## config.mk

```make
export PLATFORM = sky130hd
export DESIGN_NAME = lsd_lcg
export DESIGN_NICKNAME = d
export VERILOG_FILES = /design/src/hdl/lcg_slice_descrambler_defines.svh /design/src/hdl/lsd_pkg.sv /design/src/hdl/lsd_lcg.sv
export SDC_FILE = /design/constraint.sdc
export NUM_CORES = 1
export LEC_CHECK = 0
export ABC_CLOCK_PERIOD_IN_PS = 15700
export BUFFER_PORTS_ARGS = -buffer_cell sky130_fd_sc_hd__buf_4
export CELL_PAD_IN_SITES_DETAIL_PLACEMENT = 1
export CELL_PAD_IN_SITES_GLOBAL_PLACEMENT = 1
export CORE_ASPECT_RATIO = 1.4
export CORE_UTILIZATION = 25
export CTS_BUF_LIST = sky130_fd_sc_hd__clkbuf_8
export DETAILED_ROUTE_END_ITERATION = 10
export PLACE_DENSITY = 0.58
export SYNTH_ARGS = -nofsm -noshare
export SYNTH_HDL_FRONTEND = slang
export SYNTH_SLANG_ARGS = --single-unit
```

## constraint.sdc

```tcl
create_clock -name clk -period 15.7 [get_ports clk]
set_clock_uncertainty 0.1 [all_clocks]
set_input_delay 0.785 -clock clk [delete_from_list [all_inputs] [get_ports clk]]
set_output_delay 0.785 -clock clk [all_outputs]
set_load 0.02 [all_outputs]
```

## src/hdl/lcg_slice_descrambler_defines.svh

```systemverilog
// Assertion helpers for the descrambler
`ifndef LCG_SLICE_DESCRAMBLER_DEFINES_SVH
`define LCG_SLICE_DESCRAMBLER_DEFINES_SVH

// same-cycle implication
`define LSD_ASSERT_NOW(lbl, ante, cons, msg) \
	lbl: assert property (@(posedge clk) disable iff (!arst_n) (ante) |-> (cons)) \
		else $error(msg);

// next-cycle implication
`define LSD_ASSERT_NEXT(lbl, ante, cons, msg) \
	lbl: assert property (@(posedge clk) disable iff (!arst_n) (ante) |=> (cons)) \
		else $error(msg);

`endif

```

## src/hdl/lsd_pkg.sv

```systemverilog
package lsd_pkg;

	localparam int SIZE_W        = 24;
	localparam int MAP_AW        = 16;
	localparam int LOG_SLICE     = 5;
	localparam int LOG_MAX_CHUNK = 21;

	localparam logic [14:0] LCG_MUL = 15'd2109;
	localparam logic [14:0] LCG_INC = 15'd9273;
	localparam logic [15:0] KEY_OFS = 16'hc000;

	typedef struct packed {
		logic load;
		logic step;
		logic mul;
	} lcg_ctrl_t;

endpackage

```

## src/hdl/lsd_lcg.sv

```systemverilog
module lsd_lcg import lsd_pkg::*; (
	input  logic        clk,
	input  logic        arst_n,
	input  lcg_ctrl_t   ctrl,
	input  logic [15:0] load_seed,
	input  logic [15:0] slice_idx,
	output logic [15:0] swap_idx
);

	logic [15:0] seed_q;
	logic [15:0] swap_idx_q;
	logic [14:0] seed_next;
	logic [15:0] key;
	logic [31:0] prod;

	// only the low 15 bits survive the mask, so the step works on 15 bits
	assign seed_next = 15'(seed_q[14:0] * LCG_MUL + LCG_INC);
	assign key       = 16'({1'b0, seed_q[14:0]} + KEY_OFS);
	assign prod      = 32'(slice_idx) * 32'(key);

	always_ff @(posedge clk or negedge arst_n) begin
		if (!arst_n) begin
			seed_q     <= '0;
			swap_idx_q <= '0;
		end else begin
			if (ctrl.load) begin
				seed_q <= load_seed;
			end else if (ctrl.step) begin
				seed_q <= {1'b0, seed_next};
			end
			if (ctrl.mul) begin
				swap_idx_q <= prod[31:16];
			end
		end
	end

	assign swap_idx = swap_idx_q;

endmodule

```

* After elaboration in Yosys (flattened, before gate mapping)
Index checks and enable logic that the tools add are counted.
** Word-level totals
- Register bits :: 31
- Bits of input ports :: 37
- Output and inout port bits :: 16
- Logic and storage cells :: 9
** Operators by class
- $add $sub $neg :: 2
- Multiply operators :: 2
- Multiplexer cells :: 2
- Reductions and logical operators :: 1
** Operators with widths (count)
- $mul A16 B16 Y32 :: 1
- $mux W15 :: 2
- $add A15 B16 Y16 const B :: 1
- $add A15 B14 Y15 const B :: 1
- $mul A15 B12 Y15 const B :: 1
- $reduce_bool A2 Y1 :: 1

* Logic depth before layout (Yosys ltp)
- Word-level depth :: 4
- Depth in mapped cells :: 22
- Gate-level depth less buffers :: 20

* Worst setup path after synthesis
Ideal clock, no wire load.
- Kind :: input to register
- Start :: input port slice_idx[7]
- End :: register swap_idx_q[9], in the netlist swap_idx[9]
- Setup time :: 125 ps
- Arrival :: 5990 ps
- Required time :: 15475 ps
- Setup slack :: 9485 ps
- Cell stages on the path :: 21
- Path buffers :: 1
- Cell sequence :: clkbuf_1 nand2_1 fa_1 inv_1 fa_1 inv_1 fa_1 inv_1 fa_1 fa_1 inv_1 fa_1 inv_1 ha_1 nand4_2 o21bai_1 nor4b_2 a21oi_2 a31o_2 xor2_1 mux2_2
** On the way
- Cells in the longest elaborated chain, start to end :: 1
** Ends and longest elaborated chain
- start, declared :: line lsd_lcg.sv:6 : input logic [15:0] slice_idx,
- $mul A16 B16 Y32 :: line lsd_lcg.sv:19 : assign prod = 32'(slice_idx) * 32'(key);
- end signal, assigned :: line lsd_lcg.sv:32 : swap_idx_q <= prod[31:16];
- end, declared :: line lsd_lcg.sv:11 : logic [15:0] swap_idx_q;
Every way passes these cells.
A chain may end at the register's enable or synchronous reset.

* Worst setup path in the final report
- Start :: register seed_q[1]
- End :: register swap_idx_q[15], in the netlist swap_idx[15]
** On the way
- Cells in the longest elaborated chain, start to end :: 2
** Ends and longest elaborated chain
- start, declared :: line lsd_lcg.sv:10 : logic [15:0] seed_q;
- start signal, assigned :: line lsd_lcg.sv:27 : seed_q <= load_seed;
- start signal, assigned :: line lsd_lcg.sv:29 : seed_q <= {1'b0, seed_next};
- $add A15 B16 Y16 :: line lsd_lcg.sv:18 : assign key = 16'({1'b0, seed_q[14:0]} + KEY_OFS);
- $mul A16 B16 Y32 :: line lsd_lcg.sv:19
Every way passes these cells.

==> summary.md <==
| Metric | Value |
|---|---|
| Clock tree sinks | 31 |
| Pins Over Slew Limit | 0 |
| Largest net degree at the start of global routing | 32 |
| Clock-pin slew on the worst setup and hold paths | 0.08 ns |
| Post-Synthesis Cells | between 1000 and 1500 |
| Max FO, Critical Path | 14 |
| #FFs+latches synth | 31 |
| Worst min path class | primary input to async pin |
| Clk_lat worst skew | 0.33 ns |
| WP data arrival | between 7 and 8 ns |
| Worst Tran Pin Value | between 0.9 and 1 ns |
| Status | finished, final reports clean |
| Antenna viol nets, final | 0 |
| Netlist cell types | 55 |
| Top FF cell, synth | dfrtp_1 |
| Maximum clock path buffer count | 2 |
| Die area | around 46000 um2 |
| Critical path class | register to register |
| R2R Path End | swap_idx[15] |
| Hold buffers post-CTS | 0 |
| Root Driver | clkbuf_8 |
| Yosys warning total | 0 |
| Post-CTS Resized | 0 |
| Die width | between 150 and 200 um |
| Drt initial violations | between 200 and 250 |
| R2R Path Start | seed_q[1] |
| Filler instances | 5114 |
| FFs w/ async S/R, synth | 100% |
| Avg Inst Size Synth | around 9.2 um2 |
| Placed wire-length estimate | approximately 24000 um |
| Vias in the first global route | 9424 |
| Highest-count cells in the layout ignoring fill and taps | inv_1, fa_1, ha_1 |
| Share of cells above drive strength 1 | around 7% |
| CP Launch Type | register |
| Vias | 8000 |
| Seq/Total Area, Yosys | under 10% |
| Total GRT Usage | between 10% and 20% |
| Initial Util | 25.4% |
| Reg2reg path depth | 19 |
| First-pass GRT wire length | between 40000 and 50000 um |
| TNS Setup | 0 ns |
| Area Overhead vs Synth | 9.44% |
| Endpoints failing setup | 0 |
| Core area | roughly 44000 um2 |
| Final hold violation count | 0 |
| R2R setup slack | between 8 and 9 ns |
| GPL Wtd Cong | 0.771 |
| Fin crit period | between 6 and 7 ns |
| Max-slew headroom at the worst pin | 37.1% |
| DR WL/cell | roughly 16 um |
| Max cap viols | 0 |
| DRC | 0 |
| Core Util, Final | 27.8% |
| Router iterations before antenna repair | 4 |
| Syn_nets | around 1600 |
| WL final | ~30000 um |
| Placed cell count | between 1500 and 2000 |
| F_max | between 100 and 150 MHz |
| Cts bufs inserted | 5 |
| Die Span Y | roughly 250 um |
| Endpoint kind of the worst setup timing path | register |
| # IOs | 53 |
| Non-Filler Instances | ~1800 |
| Final period utilization | 43.9% |
| Port Buf Inserts | 51 |
| Layout Nets | 1670 |
| Post-CTS Setup Bufs | 0 |
| Synth Cell Area | between 10000 and 15000 um2 |
| Vias per cell | 4.42 |
| Commonest non-fill, non-tap cell in the layout | inv_1 |
| RSZ-0062 raised after global routing | no |
| H-Tree Depth | 2 |
| CP required | roughly 16 ns |
| Num rows | 91 |
| CTS tree | done |
| Post-synth EDFFs | 0 |
| Initial antenna violation count | 1 |
| GRT overflow | 0 |
==> through the flow <==
stage | hold slack (ns) | setup WS (ns) | cell area, um2
2_1_floorplan | 0.389 | 9.48 | 11300
3_3_place_gp | 0.369 | 8.58 | 12300
3_5_place_dp | 0.371 | 8.47 | 12300
4_1_cts | 0.336 | 8.57 | 12300
5_1_grt | 0.351 | 8.49 | 12300
6_report | 0.317 | 8.81 | 12300
==> flip-flops by register name, summed over array words and instances, names as in the netlist <==
name / flops
swap_idx: 16
seed_q: 15
==> cell families after synthesis <==
logic type,count (synthesis),synth area share (%)
compound gates,89,5.43
xor+xnor,35,2.72
fa+ha+maj,380,57.2
buf+inv,358,12.1
flops,31,6.88
mux,18,1.69
simple gates,318,14.0
==> cell type report <==
class	instances	area (um2)	area share [%]
flip-flops and latches	31	776	6.29
repair buffers	65	488	3.96
multi-input cells	840	9130	74.1
clock buffers	5	68.8	0.558
clock inverters	1	3.75	0.0304
inverters	310	1160	9.43
well taps	558	698	5.66
diodes	1	2.50	0.0203
==> worst max-delay path by stage <==
stage                 start            to  slack, ns  cells past startpoint
2_1_floorplan  slice_idx[7]   swap_idx[9]       9.48                     21
3_3_place_gp   slice_idx[7]  swap_idx[15]       8.58                     21
3_5_place_dp   slice_idx[7]  swap_idx[15]       8.47                     21
4_1_cts           seed_q[1]  swap_idx[15]       8.57                     19
5_1_grt           seed_q[1]   swap_idx[5]       8.49                     19
6_report          seed_q[1]  swap_idx[15]       8.81                     19
==> metal layers <==
layer,vias up,routed length [um],global-route usage (%)
li1,3722,-,-
met1,4178,11900,15.5
met2,72,16800,28.2
met3,28,448,0.733
met4,0,675,4.29
met5,-,0,0
==> synth_stat cells (all sizes together) (4+ instances only) <==
| cell type | instances | area share [%] |
|---|---|---|
| buf | 6 | 0.36 |
| nand3 | 5 | 0.22 |
| a211oi | 4 | 0.31 |
| nor2b | 10 | 0.56 |
| o21bai | 4 | 0.27 |
| nor2 | 13 | 0.43 |
| mux2i | 10 | 0.89 |
| ha | 155 | 17 |
| xor2 | 11 | 0.85 |
| a21o | 7 | 0.47 |
| a21oi | 15 | 0.73 |
| and2 | 108 | 6.0 |
| a31oi | 4 | 0.22 |
| o21ai | 23 | 1.0 |
| o21a | 5 | 0.33 |
| clkbuf | 42 | 1.4 |
| xnor2 | 24 | 1.9 |
| nand2 | 151 | 5.0 |
| o31ai | 6 | 0.44 |
| mux2 | 8 | 0.80 |
| o211ai | 4 | 0.27 |
| fa | 225 | 40 |
| nand2b | 8 | 0.44 |
| o2111ai | 5 | 0.39 |
| dfrtp | 31 | 6.9 |
| inv | 309 | 10 |
| a31o | 4 | 0.31 |
| nor3 | 11 | 0.49 |
==> worst max-delay path, cell delays in order (launching register included) <==
cell and delay [ns]:
dfrtp_1 0.59, buf_4 0.34, nand2_1 0.13, fa_1 0.53
fa_1 0.53, fa_1 0.52, inv_1 0.06, fa_1 0.50
fa_1 0.49, inv_1 0.05, fa_1 0.51, inv_1 0.05
ha_1 0.32, nand4_2 0.12, nor3_1 0.70, nor4b_2 0.20
a211oi_2 0.39, o2111ai_1 0.23, and4_1 0.23, o31ai_2 0.16
Power is left out: the tool's default activity adds up to more than one toggle a clock period on the data nets, which glitch-free logic cannot reach.
